File: config.mk
export PLATFORM = sky130hd
export DESIGN_NAME = magnetometer_heading_top
export DESIGN_NICKNAME = d
export VERILOG_FILES = /design/src/hdl/mhd_pkg.sv /design/src/hdl/mhd_mult.sv /design/src/hdl/mhd_cordic.sv /design/src/hdl/magnetometer_heading_top.sv
export SDC_FILE = /design/constraint.sdc
export NUM_CORES = 2
export LEC_CHECK = 0
export BUFFER_PORTS_ARGS = -buffer_cell sky130_fd_sc_hd__buf_2
export CAP_MARGIN = 0
export CORE_UTILIZATION = 45
export CTS_CLUSTER_SIZE = 28
export DETAILED_ROUTE_END_ITERATION = 10
export SKIP_CTS_REPAIR_TIMING = 1
export SLEW_MARGIN = 5
export SYNTH_ARGS = -nofsm -noshare
export SYNTH_HDL_FRONTEND = slang
export SYNTH_SLANG_ARGS = --single-unit
File: constraint.sdc
create_clock -name aclk -period 11.45 [get_ports aclk]
set_clock_uncertainty 0.05 [all_clocks]
set_input_delay 1.7175 -clock aclk [delete_from_list [all_inputs] [get_ports aclk]]
set_output_delay 1.7175 -clock aclk [all_outputs]
set_load 0.03 [all_outputs]
File: src/hdl/mhd_pkg.sv
`timescale 1ns / 1ps
// Shared types, constants and the arctangent table for the magnetometer heading block.
// No dependencies.
package mhd_pkg;

    localparam int FIELD_W        = 17;
    localparam int RAW_W          = 16;
    localparam int HEAD_W         = 15;
    localparam int THR_W          = 8;
    localparam int DECL_W         = 15;
    localparam int CFG_IDX_W      = 2;
    localparam int ANGLE_W        = 32;
    localparam int MUL_A_W        = 32;
    localparam int MUL_B_W        = 24;
    localparam int MUL_P_W        = MUL_A_W + MUL_B_W;
    localparam int SCALE_W        = 23;
    localparam int RECIP_SHIFT    = 30;
    localparam int QUOT_W         = 16;
    localparam int CORDIC_W       = 28;
    localparam int PRESHIFT       = 8;
    localparam int CORDIC_STEPS   = 16;
    localparam int ATAN_ENTRIES   = 24;
    localparam int CORDIC_RUN     = (CORDIC_STEPS < ATAN_ENTRIES) ? CORDIC_STEPS : ATAN_ENTRIES;
    localparam int STEP_W         = $clog2(ATAN_ENTRIES);
    localparam int HEADING_FULL   = 23040;
    localparam int NUM_AXES       = 3;
    localparam int AXIS_W         = $clog2(NUM_AXES);

    // floor(x / 109) == (x * RECIP_109) >> 30 for every scaled magnitude
    localparam logic [MUL_B_W-1:0] RECIP_109   = MUL_B_W'((64'd1 << RECIP_SHIFT) / 109 + 1);
    localparam logic [MUL_B_W-1:0] HEADING_MUL = MUL_B_W'(HEADING_FULL);
    localparam logic [SCALE_W-1:0] ROUND_BIAS  = SCALE_W'(54);
    localparam logic [THR_W-1:0]   THR_RESET   = THR_W'(5);

    localparam logic [CFG_IDX_W-1:0] REG_ERROR_THRESHOLD    = CFG_IDX_W'(0);
    localparam logic [CFG_IDX_W-1:0] REG_DECLINATION_OFFSET = CFG_IDX_W'(1);

    typedef enum logic [2:0] {
        ST_IDLE,
        ST_SCALE,
        ST_ROTATE,
        ST_HEAD,
        ST_HEAD_WAIT,
        ST_DONE
    } mhd_state_t;

    typedef struct packed {
        logic start;
    } mhd_cordic_ctl_t;

    typedef struct packed {
        logic busy;
        logic done;
    } mhd_cordic_stat_t;

    // arctangent of 2^-i, full circle = 2^32
    function automatic logic [ANGLE_W-1:0] atan_entry(input logic [STEP_W-1:0] idx);
        logic [ANGLE_W-1:0] val;
        case (idx)
            5'd0:    val = 32'h20000000;
            5'd1:    val = 32'h12E4051E;
            5'd2:    val = 32'h09FB385B;
            5'd3:    val = 32'h051111D4;
            5'd4:    val = 32'h028B0D43;
            5'd5:    val = 32'h0145D7E1;
            5'd6:    val = 32'h00A2F61E;
            5'd7:    val = 32'h00517C55;
            5'd8:    val = 32'h0028BE53;
            5'd9:    val = 32'h00145F2F;
            5'd10:   val = 32'h000A2F98;
            5'd11:   val = 32'h000517CC;
            5'd12:   val = 32'h00028BE6;
            5'd13:   val = 32'h000145F3;
            5'd14:   val = 32'h0000A2F9;
            5'd15:   val = 32'h0000517C;
            5'd16:   val = 32'h000028BE;
            5'd17:   val = 32'h0000145F;
            5'd18:   val = 32'h00000A2F;
            5'd19:   val = 32'h00000517;
            5'd20:   val = 32'h0000028B;
            5'd21:   val = 32'h00000145;
            5'd22:   val = 32'h000000A2;
            5'd23:   val = 32'h00000051;
            default: val = '0;
        endcase
        return val;
    endfunction

endpackage

File: src/hdl/mhd_mult.sv
`timescale 1ns / 1ps
// Shared unsigned multiplier with a registered product.
// Depends on mhd_pkg.
module mhd_mult
    import mhd_pkg::*;
(
    input  logic               aclk,
    input  logic [MUL_A_W-1:0] mul_a,
    input  logic [MUL_B_W-1:0] mul_b,
    output logic [MUL_P_W-1:0] mul_p
);

    logic [MUL_P_W-1:0] prod_reg;

    always_ff @(posedge aclk) begin
        prod_reg <= {{MUL_B_W{1'b0}}, mul_a} * {{MUL_A_W{1'b0}}, mul_b};
    end

    assign mul_p = prod_reg;

endmodule

File: src/hdl/mhd_cordic.sv
`timescale 1ns / 1ps
// Iterative vectoring CORDIC: one shift-add rotation per cycle, angle in 2^-32 turns.
// Depends on mhd_pkg.
module mhd_cordic
    import mhd_pkg::*;
(
    input  logic                       aclk,
    input  logic                       aresetn,
    input  mhd_cordic_ctl_t            ctl,
    input  logic signed [FIELD_W-1:0]  x_in,
    input  logic signed [FIELD_W-1:0]  y_in,
    output logic [ANGLE_W-1:0]         angle,
    output mhd_cordic_stat_t           stat
);

    logic signed [CORDIC_W-1:0] x_reg, x_next;
    logic signed [CORDIC_W-1:0] y_reg, y_next;
    logic [ANGLE_W-1:0]         ang_reg, ang_next;
    logic                       zero_reg, zero_next;
    logic                       busy_reg, busy_next;
    logic [STEP_W-1:0]          step_reg, step_next;
    logic signed [CORDIC_W-1:0] x_init, y_init, x_sh, y_sh;
    logic                       y_pos, last_step;

    assign x_init = {{(CORDIC_W-FIELD_W-PRESHIFT){x_in[FIELD_W-1]}}, x_in, {PRESHIFT{1'b0}}};
    assign y_init = {{(CORDIC_W-FIELD_W-PRESHIFT){y_in[FIELD_W-1]}}, y_in, {PRESHIFT{1'b0}}};
    assign x_sh      = x_reg >>> step_reg;
    assign y_sh      = y_reg >>> step_reg;
    assign y_pos     = !y_reg[CORDIC_W-1] && (|y_reg);
    assign last_step = (step_reg == STEP_W'(CORDIC_RUN - 1));

    always_comb begin
        x_next    = x_reg;
        y_next    = y_reg;
        ang_next  = ang_reg;
        zero_next = zero_reg;
        busy_next = busy_reg;
        step_next = step_reg;
        if (ctl.start) begin
            zero_next = (x_in == '0) && (y_in == '0);
            step_next = '0;
            busy_next = 1'b1;
            if (x_in[FIELD_W-1]) begin
                x_next   = -x_init;
                y_next   = -y_init;
                ang_next = {1'b1, {(ANGLE_W-1){1'b0}}};
            end else begin
                x_next   = x_init;
                y_next   = y_init;
                ang_next = '0;
            end
        end else if (busy_reg) begin
            if (y_pos) begin
                x_next   = x_reg + y_sh;
                y_next   = y_reg - x_sh;
                ang_next = ang_reg + atan_entry(step_reg);
            end else begin
                x_next   = x_reg - y_sh;
                y_next   = y_reg + x_sh;
                ang_next = ang_reg - atan_entry(step_reg);
            end
            step_next = step_reg + STEP_W'(1);
            if (last_step) begin
                busy_next = 1'b0;
            end
        end
    end

    always_ff @(posedge aclk) begin
        if (!aresetn) begin
            busy_reg <= 1'b0;
            step_reg <= '0;
        end else begin
            busy_reg <= busy_next;
            step_reg <= step_next;
        end
        x_reg    <= x_next;
        y_reg    <= y_next;
        ang_reg  <= ang_next;
        zero_reg <= zero_next;
    end

    assign angle     = zero_reg ? '0 : ang_reg;
    assign stat.busy = busy_reg;
    assign stat.done = busy_reg && last_step;

endmodule

File: src/hdl/magnetometer_heading_top.sv
`timescale 1ns / 1ps
// Magnetometer heading block: sequencer, held state, output register and config registers.
// Depends on mhd_pkg, mhd_mult and mhd_cordic.
//
// Usage:
//   s_ channel: one request per sensor read. s_tuser carries the success flag, s_tdata
//   the raw X, Y and Z counts. m_ channel: one result per request with the held field
//   values, heading and the valid flag. cfg_ channel: register writes (index 0 error
//   threshold, index 1 declination); cfg_ready is always high, other indexes are dropped.
//   Write registers only while the block is idle.
// Sequence:
//   A successful read scales the axes on the shared multiplier, runs one CORDIC
//   rotation per cycle, then scales and wraps the heading: m_tvalid rises the same
//   cycle that s_tready returns, so the next request is taken only after the last is
//   done. A failed read goes straight to ST_DONE.
// Reset:
//   Held values and heading clear, valid flag sets, failure count clears, threshold 5,
//   declination 0. The output register empties.
// Stall:
//   A finished result waits in the output register; the block takes the next request,
//   works it, and holds its completion until the output register frees.
module magnetometer_heading_top
    import mhd_pkg::*;
(
    input  logic                  aclk,
    input  logic                  aresetn,
    input  logic                  s_tvalid,
    output logic                  s_tready,
    input  logic [47:0]           s_tdata,    // raw_x[15:0], raw_y[31:16], raw_z[47:32]
    input  logic [0:0]            s_tuser,    // read_ok[0]
    output logic                  m_tvalid,
    input  logic                  m_tready,
    output logic [71:0]           m_tdata,    // field_x[16:0], field_y[33:17], field_z[50:34],
                                              // heading[65:51], zero pad[71:66]
    output logic [0:0]            m_tuser,    // data_valid[0]
    input  logic                  cfg_valid,
    output logic                  cfg_ready,
    input  logic [CFG_IDX_W-1:0]  cfg_index,
    input  logic [DECL_W-1:0]     cfg_data
);

    mhd_state_t                  state_reg, state_next;
    logic [AXIS_W-1:0]           cnt_reg, cnt_next;
    logic signed [RAW_W-1:0]     raw_reg [NUM_AXES];
    logic signed [RAW_W-1:0]     raw_next [NUM_AXES];
    logic signed [FIELD_W-1:0]   held_reg [NUM_AXES];
    logic signed [FIELD_W-1:0]   held_next [NUM_AXES];
    logic [HEAD_W-1:0]           heading_reg, heading_next;
    logic                        valid_reg, valid_next;
    logic [THR_W-1:0]            fail_reg, fail_next;
    logic [THR_W-1:0]            thr_reg;
    logic [DECL_W-1:0]           decl_reg;
    logic                        m_tvalid_reg, m_tvalid_next;
    logic [71:0]                 m_tdata_reg, m_tdata_next;
    logic                        m_tuser_reg, m_tuser_next;

    logic [MUL_A_W-1:0]          mul_a;
    logic [MUL_B_W-1:0]          mul_b;
    logic [MUL_P_W-1:0]          mul_p;
    logic [ANGLE_W-1:0]          angle;
    mhd_cordic_ctl_t             cordic_ctl;
    mhd_cordic_stat_t            cordic_stat;

    logic                        accept;
    logic [AXIS_W-1:0]           issue_axis, cap_axis;
    logic signed [RAW_W-1:0]     issue_raw;
    logic [RAW_W:0]              issue_mag;
    logic [SCALE_W-1:0]          issue_scaled;
    logic [QUOT_W-1:0]           quot;
    logic [MUL_P_W-1:0]          head_sum;
    logic [HEAD_W-1:0]           head_raw, head_base;
    logic signed [HEAD_W+1:0]    head_t;
    logic [HEAD_W-1:0]           head_wrapped;

    assign accept    = s_tvalid && s_tready;
    assign s_tready  = (state_reg == ST_IDLE);
    assign cfg_ready = 1'b1;

    // axis scaling operands: |raw| * 160 + 54, then floor divide by 109
    assign issue_axis   = (cnt_reg == AXIS_W'(NUM_AXES)) ? '0 : cnt_reg;
    assign cap_axis     = cnt_reg - AXIS_W'(1);
    assign issue_raw    = raw_reg[issue_axis];
    assign issue_mag    = issue_raw[RAW_W-1] ? ((RAW_W+1)'(0) - {issue_raw[RAW_W-1], issue_raw})
                                             : {issue_raw[RAW_W-1], issue_raw};
    assign issue_scaled = ({{(SCALE_W-RAW_W-1){1'b0}}, issue_mag} << 7)
                        + ({{(SCALE_W-RAW_W-1){1'b0}}, issue_mag} << 5) + ROUND_BIAS;
    assign quot         = mul_p[RECIP_SHIFT +: QUOT_W];

    // heading scale, round, declination offset, wrap
    assign head_sum     = mul_p + {{(MUL_P_W-ANGLE_W){1'b0}}, 1'b1, {(ANGLE_W-1){1'b0}}};
    assign head_raw     = head_sum[ANGLE_W +: HEAD_W];
    assign head_base    = (head_raw >= HEAD_W'(HEADING_FULL)) ? '0 : head_raw;
    assign head_t       = $signed({2'b00, head_base})
                        + $signed({{2{decl_reg[DECL_W-1]}}, decl_reg});
    always_comb begin
        if (head_t < 0) begin
            head_wrapped = HEAD_W'(head_t + (HEAD_W+2)'(HEADING_FULL));
        end else if (head_t >= (HEAD_W+2)'(HEADING_FULL)) begin
            head_wrapped = HEAD_W'(head_t - (HEAD_W+2)'(HEADING_FULL));
        end else begin
            head_wrapped = HEAD_W'(head_t);
        end
    end

    always_comb begin
        mul_b = RECIP_109;
        mul_a = {{(MUL_A_W-SCALE_W){1'b0}}, issue_scaled};
        if (state_reg == ST_HEAD) begin
            mul_a = angle;
            mul_b = HEADING_MUL;
        end
    end

    mhd_mult u_mult (
        .aclk  (aclk),
        .mul_a (mul_a),
        .mul_b (mul_b),
        .mul_p (mul_p)
    );

    mhd_cordic u_cordic (
        .aclk    (aclk),
        .aresetn (aresetn),
        .ctl     (cordic_ctl),
        .x_in    (held_reg[0]),
        .y_in    (held_reg[1]),
        .angle   (angle),
        .stat    (cordic_stat)
    );

    always_comb begin
        state_next       = state_reg;
        cnt_next         = cnt_reg;
        raw_next         = raw_reg;
        held_next        = held_reg;
        heading_next     = heading_reg;
        valid_next       = valid_reg;
        fail_next        = fail_reg;
        m_tdata_next     = m_tdata_reg;
        m_tuser_next     = m_tuser_reg;
        m_tvalid_next    = m_tvalid_reg && !m_tready;
        cordic_ctl.start = 1'b0;

        unique case (state_reg)
            ST_IDLE: begin
                if (accept) begin
                    if (s_tuser[0]) begin
                        raw_next[0] = s_tdata[15:0];
                        raw_next[1] = s_tdata[31:16];
                        raw_next[2] = s_tdata[47:32];
                        cnt_next    = '0;
                        state_next  = ST_SCALE;
                    end else begin
                        if (fail_reg < thr_reg) begin
                            fail_next = fail_reg + THR_W'(1);
                        end
                        if (fail_next >= thr_reg) begin
                            valid_next = 1'b0;
                        end
                        state_next = ST_DONE;
                    end
                end
            end
            ST_SCALE: begin
                if (cnt_reg != '0) begin
                    held_next[cap_axis] = raw_reg[cap_axis][RAW_W-1]
                        ? (FIELD_W'(0) - {1'b0, quot}) : {1'b0, quot};
                end
                cnt_next = cnt_reg + AXIS_W'(1);
                if (cnt_reg == AXIS_W'(NUM_AXES)) begin
                    cordic_ctl.start = 1'b1;
                    state_next       = ST_ROTATE;
                end
            end
            ST_ROTATE: begin
                if (cordic_stat.done) begin
                    state_next = ST_HEAD;
                end
            end
            ST_HEAD: begin
                state_next = ST_HEAD_WAIT;
            end
            ST_HEAD_WAIT: begin
                heading_next = head_wrapped;
                valid_next   = 1'b1;
                fail_next    = '0;
                state_next   = ST_DONE;
            end
            ST_DONE: begin
                if (!m_tvalid_reg || m_tready) begin
                    m_tvalid_next = 1'b1;
                    m_tdata_next  = {6'd0, heading_reg, held_reg[2], held_reg[1], held_reg[0]};
                    m_tuser_next  = valid_reg;
                    state_next    = ST_IDLE;
                end
            end
            default: begin
                state_next = ST_IDLE;
            end
        endcase
    end

    always_ff @(posedge aclk) begin
        if (!aresetn) begin
            state_reg    <= ST_IDLE;
            cnt_reg      <= '0;
            held_reg     <= '{default: '0};
            heading_reg  <= '0;
            valid_reg    <= 1'b1;
            fail_reg     <= '0;
            m_tvalid_reg <= 1'b0;
            thr_reg      <= THR_RESET;
            decl_reg     <= '0;
        end else begin
            state_reg    <= state_next;
            cnt_reg      <= cnt_next;
            held_reg     <= held_next;
            heading_reg  <= heading_next;
            valid_reg    <= valid_next;
            fail_reg     <= fail_next;
            m_tvalid_reg <= m_tvalid_next;
            if (cfg_valid && cfg_ready) begin
                if (cfg_index == REG_ERROR_THRESHOLD) begin
                    thr_reg <= cfg_data[THR_W-1:0];
                end else if (cfg_index == REG_DECLINATION_OFFSET) begin
                    decl_reg <= cfg_data;
                end
            end
        end
        raw_reg     <= raw_next;
        m_tdata_reg <= m_tdata_next;
        m_tuser_reg <= m_tuser_next;
    end

    assign m_tvalid = m_tvalid_reg;
    assign m_tdata  = m_tdata_reg;
    assign m_tuser  = m_tuser_reg;

    a_fail_fast: assert property (@(posedge aclk) disable iff (!aresetn)
        (accept && !s_tuser[0]) |=> (state_reg == ST_DONE))
        else $error("failed read did not complete directly");

    a_ok_scales: assert property (@(posedge aclk) disable iff (!aresetn)
        (accept && s_tuser[0]) |=> (state_reg == ST_SCALE && cnt_reg == '0))
        else $error("good read did not start scaling");

    a_heading_range: assert property (@(posedge aclk) disable iff (!aresetn)
        heading_reg < HEAD_W'(HEADING_FULL))
        else $error("held heading out of range");

    a_cordic_busy: assert property (@(posedge aclk) disable iff (!aresetn)
        cordic_stat.busy |-> (state_reg == ST_ROTATE))
        else $error("rotation running outside rotate state");

    a_no_overwrite: assert property (@(posedge aclk) disable iff (!aresetn)
        (state_reg == ST_DONE && m_tvalid_reg && !m_tready) |=> $stable(m_tdata_reg))
        else $error("pending result overwritten");

endmodule
---- Word level (Yosys, flattened, before mapping) ----
Memories as Yosys holds them, arrays and structs flattened. A register that Yosys moved wholly into a read port is not among the register bits.
Index checks and enable logic that the tools add are counted.
storage, ports and cells
  register bits after elaboration ......... 361
  memory bits (read-only) ................. 1920
  bits of input ports ..................... 71
  output and inout bits ................... 76
  logic and storage cells ................. 171
  memories kept ........................... 2
memory list
  name             depth  width  rd ports  clocked after memory_dff  write ports  RTL line       source
  (no name shown)  32     30     1         1                         0            mhd_pkg.sv:59  case (idx)
  (no name shown)  32     30     1         1                         0            mhd_pkg.sv:59
operators by class
  $add $sub $neg .......................... 20
  $mul .................................... 1
  $lt $le $gt $ge ......................... 8
  eq/ne operators ......................... 15
  shift-type cells ........................ 2
  mux-type cells .......................... 67
  bitwise logic cells ..................... 4
  reduce and logical (&&, ||, !) cells .... 29
operators with widths
  operator                                                              count
  32-bit two-way mux                                                    12
  28-bit two-way mux                                                    8
  16-bit binary-select mux with 2-bit select                            2
  16-bit two-way mux                                                    4
  28-bit adder                                                          2
  25-bit negator with 28-bit output                                     2
  28-bit by 5-bit >>> shifter with 28-bit output                        2
  28-bit subtractor                                                     2
  51-bit bitwise mux                                                    1
  17-bit two-way mux                                                    3
  8-bit two-way mux                                                     6
  47-bit by 32-bit adder with 47-bit output (second input constant)     1
  32-bit by 24-bit multiplier with 47-bit output                        1
  15-bit two-way mux                                                    3
  17-bit demux with 2-bit select                                        1
  17-bit zero test                                                      2
  1-bit by 16-bit subtractor with 17-bit output (first input constant)  2
  32-bit adder                                                          1
  32-bit subtractor                                                     1
  28-bit OR reduction                                                   1
  24-bit two-way mux                                                    1
  23-bit by 22-bit adder with 23-bit output                             1
  23-bit by 6-bit adder with 23-bit output (second input constant)      1
  5-bit two-way mux                                                     4
  41 further kinds                                                      82

---- Logic depth before layout (Yosys ltp) ----
  depth in word-level cells ............... 12
  depth in mapped cells ................... 46
  gate-level depth less buffers ........... 45

---- Hierarchy ----
From an unflattened synthesis, not the netlist that was laid out.
second synthesis, totals
  cell total of the unflattened synthesis .. 5942
  area total of the unflattened synthesis .. 53202.3 um^2
by module, submodules not included
  module                    instances  cells each  area an instance (um^2)  seq. area each (um^2)
  mhd_mult                  1          2901        25974.9                  1121.1
  mhd_cordic                1          1844        15755.1                  3393.3
  magnetometer_heading_top  1          1197        11472.3                  5535.3

---- Worst setup path after synthesis ----
OpenSTA, ideal clock, no wires.
  kind .................................... reg-to-reg
  from .................................... reg cnt_reg[0]
  to ...................................... reg u_mult.prod_reg[46], in the netlist u_mult.mul_p[46]
  setup time .............................. 121 ps
  arrival ................................. 10459 ps
  data required time ...................... 11279 ps
  setup slack ............................. 820 ps
  stages on the path, launching flop included .. 45
  path buffers ............................ 2
  period minus slack after synthesis ...... 10630 ps
  cells stage by stage .................... dfxtp_1 > ha_1 > buf_2 > buf_1 > mux2i_1 > o2bb2ai_1 > nor4_1 > and2_1 > a21oi_1 > xnor2_1 > ha_1 > a21o_1 > a21o_1 > a21o_1 > or3_1 > o211a_1 > o21ai_0 > nor2b_1 > (+9 left out) > inv_1 > fa_1 > inv_1 > fa_1 > inv_1 > fa_1 > inv_1 > ha_1 > a21o_1 > a21o_1 > a21oi_1 > nor3b_1 > o311ai_0 > nand3_1 > a221oi_1 > a2111oi_0 > o21bai_1 > xnor2_1
between the ends
  longest elaborated chain between the ends .. 12
ends and longest elaborated chain
  item                                                      RTL line                         source
  from (decl)                                               magnetometer_heading_top.sv:43   logic [AXIS_W-1:0] cnt_reg, cnt_next;
  from (signal assigned)                                    magnetometer_heading_top.sv:216  cnt_reg <= cnt_next;
  2-bit == test                                             magnetometer_heading_top.sv:80   assign issue_axis = (cnt_reg == AXIS_W'(NUM_AXES)) ? '0 : cnt_reg;
  2-bit two-way mux *                                       magnetometer_heading_top.sv:80
  2-bit inverter with 3-bit output (not written as such) *  magnetometer_heading_top.sv:82   assign issue_raw = raw_reg[issue_axis];
  16-bit binary-select mux with 2-bit select *              magnetometer_heading_top.sv:82
  16-bit two-way mux (not written as such) * (2 in series)  magnetometer_heading_top.sv:82
  1-bit by 16-bit subtractor with 17-bit output             magnetometer_heading_top.sv:83   assign issue_mag = issue_raw[RAW_W-1] ? ((RAW_W+1)'(0) - {issue_raw[RAW_W-1], issue_raw})
  17-bit two-way mux *                                      magnetometer_heading_top.sv:83
  23-bit by 22-bit adder with 23-bit output *               magnetometer_heading_top.sv:86   + ({{(SCALE_W-RAW_W-1){1'b0}}, issue_mag} << 5) + ROUND_BIAS;
  23-bit by 6-bit adder with 23-bit output *                magnetometer_heading_top.sv:86
  32-bit two-way mux *                                      magnetometer_heading_top.sv:108  if (state_reg == ST_HEAD) begin
  32-bit by 24-bit multiplier with 47-bit output *          mhd_mult.sv:16                   prod_reg <= {{MUL_B_W{1'b0}}, mul_a} * {{MUL_A_W{1'b0}}, mul_b};
  to (signal assigned)                                      mhd_mult.sv:16
  to (decl)                                                 mhd_mult.sv:13                   logic [MUL_P_W-1:0] prod_reg;
Mark *: on every way between the ends. The rest lies on a longest branch, timed or not. The select of a mux whose other input is x is not followed.
A chain may end at the register's enable or synchronous reset.

---- Worst setup path after layout ----
  from .................................... reg cnt_reg[1]
  to ...................................... reg u_mult.prod_reg[36], in the netlist u_mult.mul_p[36]
The elaborated chain is that of the path after synthesis.

==> out/metrics.cfg <==
[placed_design]
port_buffers=139
gp_congestion=0.921
hpwl_microns=83400
dp_slack_ns=0.0239

[synthesis]
synthTopCellsByCount=723 x inv_1, 404 x ha_1, 363 x fa_1
synth_edf_count=204
async_reset_ff_frac=0
netlist_instances=4353
synth.most_common_cell=inv_1
yosysTopAreaCell=fa_1
yosysWarnings=0
yosys.area.top_type_share=0.181
ys_seq_area_frac=0.231
synth_area_leaders=fa_1 18%, edfxtp_1 15%, ha_1 13%
syn-mean-instance-area_sq_um=9.24
netlist_area_sq_um=40200
yosys_register_bits=361
synth_ff_type=edfxtp_1
synth.distinct_cells=92

[global_routing]
grt_pass1_wl_microns=169000
grt_usage=0.237
antenna_found_initial=0
grt_util_met3=0.0306
top_usage_layer=met2
grt_remaining_overflow=0
use_met1=0.340
grt_util_met2=0.380
first_global_vias=30600
grt_start_max_net_pins=80

[floorplanning]
core_area_sq_um=88400
die_area_sq_um=90500
rows=109
fp.dieH_microns=301
die_w_microns=301
start_util=0.455
io_pins=147

[timing]
finalCritPeriodShare=0.944
setup_viol_count_final=0
final_hold_viol_count=0
slew_headroom=0.257
drv_slew=0
fin_crit_ns=10.81
worst_pin_slew_ns=1.11
setup_ws_ns=0.637
fmax_ghz=0.0925

[setup_path]
end_kind=flop
cp_slowest_cell=fa_1
critPathArrivalTime_ns=11.31
crit_required_ns=11.94
path_class=reg2reg
crit_top_cell=inv_1
slowest_delay_ns=0.54
rrSetupSlack_ns=0.64
crit_fanout=16
critPathLaunchType=flop

[clocking]
clkLatencyLatePin_ns=0.63
cts_tree=built
cts-root-buf=clkbuf_16
cts_sinks=361
numCtsBuffers=44
clk_pin_slew_ns=0.06
clockBufferDepth=3
htree_levels=2

[route]
avgViaCountPerCell=5.41
drc_errors=0
via_count=30800
drt_pass1_iterations=5
postRouteAntennaNets=0
first_iter_violations=2355
drt-wirelength-per-cell_microns=18.3
routed_wirelength_microns=104000

[flow_run]
maxCapViolations=0

[hold_path]
hold_path_class=reg2reg

[layout]
largest_reg_flops=66
areaGrowthSynthToFinish_pct=9.12
nNetsFinal=5333
drive_gt1_frac=0.0896

[status]
outcome=finished clean

==> stage by stage <==
step                      cells  setup TNS (ns)   util  area, sq um  hold WS (ns)
after detailed placement   5614               0  0.479        42300         0.363
after global routing       5694         -0.0874  0.496        43900         0.383
after global placement     5614               0  0.479        42300         0.359
after floorplan            4440               0      -        40500         0.350
after CTS                  5694               0  0.495        43800         0.379
final                      5696               0  0.496        43900         0.381
==> final timing paths <==
kind                            depth (start not counted)                to          from
worst max-delay path                                   46  u_mult.mul_p[36]    cnt_reg[1]
worst min-delay path                                    0       m_tdata[46]  held_reg[12]
worst max register to register                         46  u_mult.mul_p[36]    cnt_reg[1]
worst min register to register                          0       m_tdata[46]  held_reg[12]
==> worst max-delay path, delay by kind of cell (launching register included) <==
| kind | cells | cell delay, ns |
|---|---|---|
| compound gates | 13 | 2.55 |
| fa+ha+maj | 11 | 4.65 |
| buf+inv | 12 | 1.00 |
| simple gates | 7 | 1.59 |
| xor+xnor | 3 | 0.49 |
| flops | 1 | 0.40 |
==> logic make-up after synthesis <==
| family | after synthesis | share of synthesized area |
|---|---|---|
| buffers and inverters | 897 | 0.0863 |
| DFF | 361 | 0.231 |
| AOI/OAI and AO/OA | 854 | 0.136 |
| other | 2 | 0.000187 |
| muxes | 143 | 0.0562 |
| xor gates and xnor gates | 270 | 0.0590 |
| and+or+nand+nor | 1059 | 0.125 |
| adders and majority gates | 767 | 0.307 |
==> placed cells by master, fill, tap and decap left out, types with 19 or more instances in the layout <==
cell type  Yosys  final
a31oi_1       42     42
a211oi_1      69     69
conb_1         2     89
nor2b_1       31     30
buf_4         14     39
or2_2         31     31
dfxtp_1      157    154
or3_1         27     27
xnor2_1      159    159
and3_1        55     54
nor2_1       308    306
ha_1         404    403
a21oi_1      255    253
o21a_1        28     28
clkbuf_16      0     47
fa_1         363    363
edfxtp_1     204    204
nor3_1        62     61
xor2_1       110    109
inv_1        723    721
nand3_1       43     42
a21o_1        72     72
mux2i_1       62     62
nor4_1        20     19
mux4_2        62     62
o21ai_0      171    170
and2_1        23     22
nand2_1      324    324
o31ai_1       24     23
buf_2         10    139
nand2b_1      59     58
o211ai_1      25     25
==> area by class of cell <==
class	count	area, sq um
fill	8478	44500
multi-input combinational	3182	27900
sequential	361	9280
inverter	726	2730
tap	1165	1460
clock buffer	55	1260
timing repair buffer	180	1020
clock inverter	25	223
antenna	2	5.00
==> routing by layer <==
metal | wire, microns | up-vias
met2 | 48100 | 764
met3 | 5290 | 105
met4 | 1980 | 0
met1 | 49100 | 15000
met5 | 0 | -
li1 | - | 15000
Power is left out: the tool's default activity adds up to more than one toggle a clock period on the data nets, which glitch-free logic cannot reach.
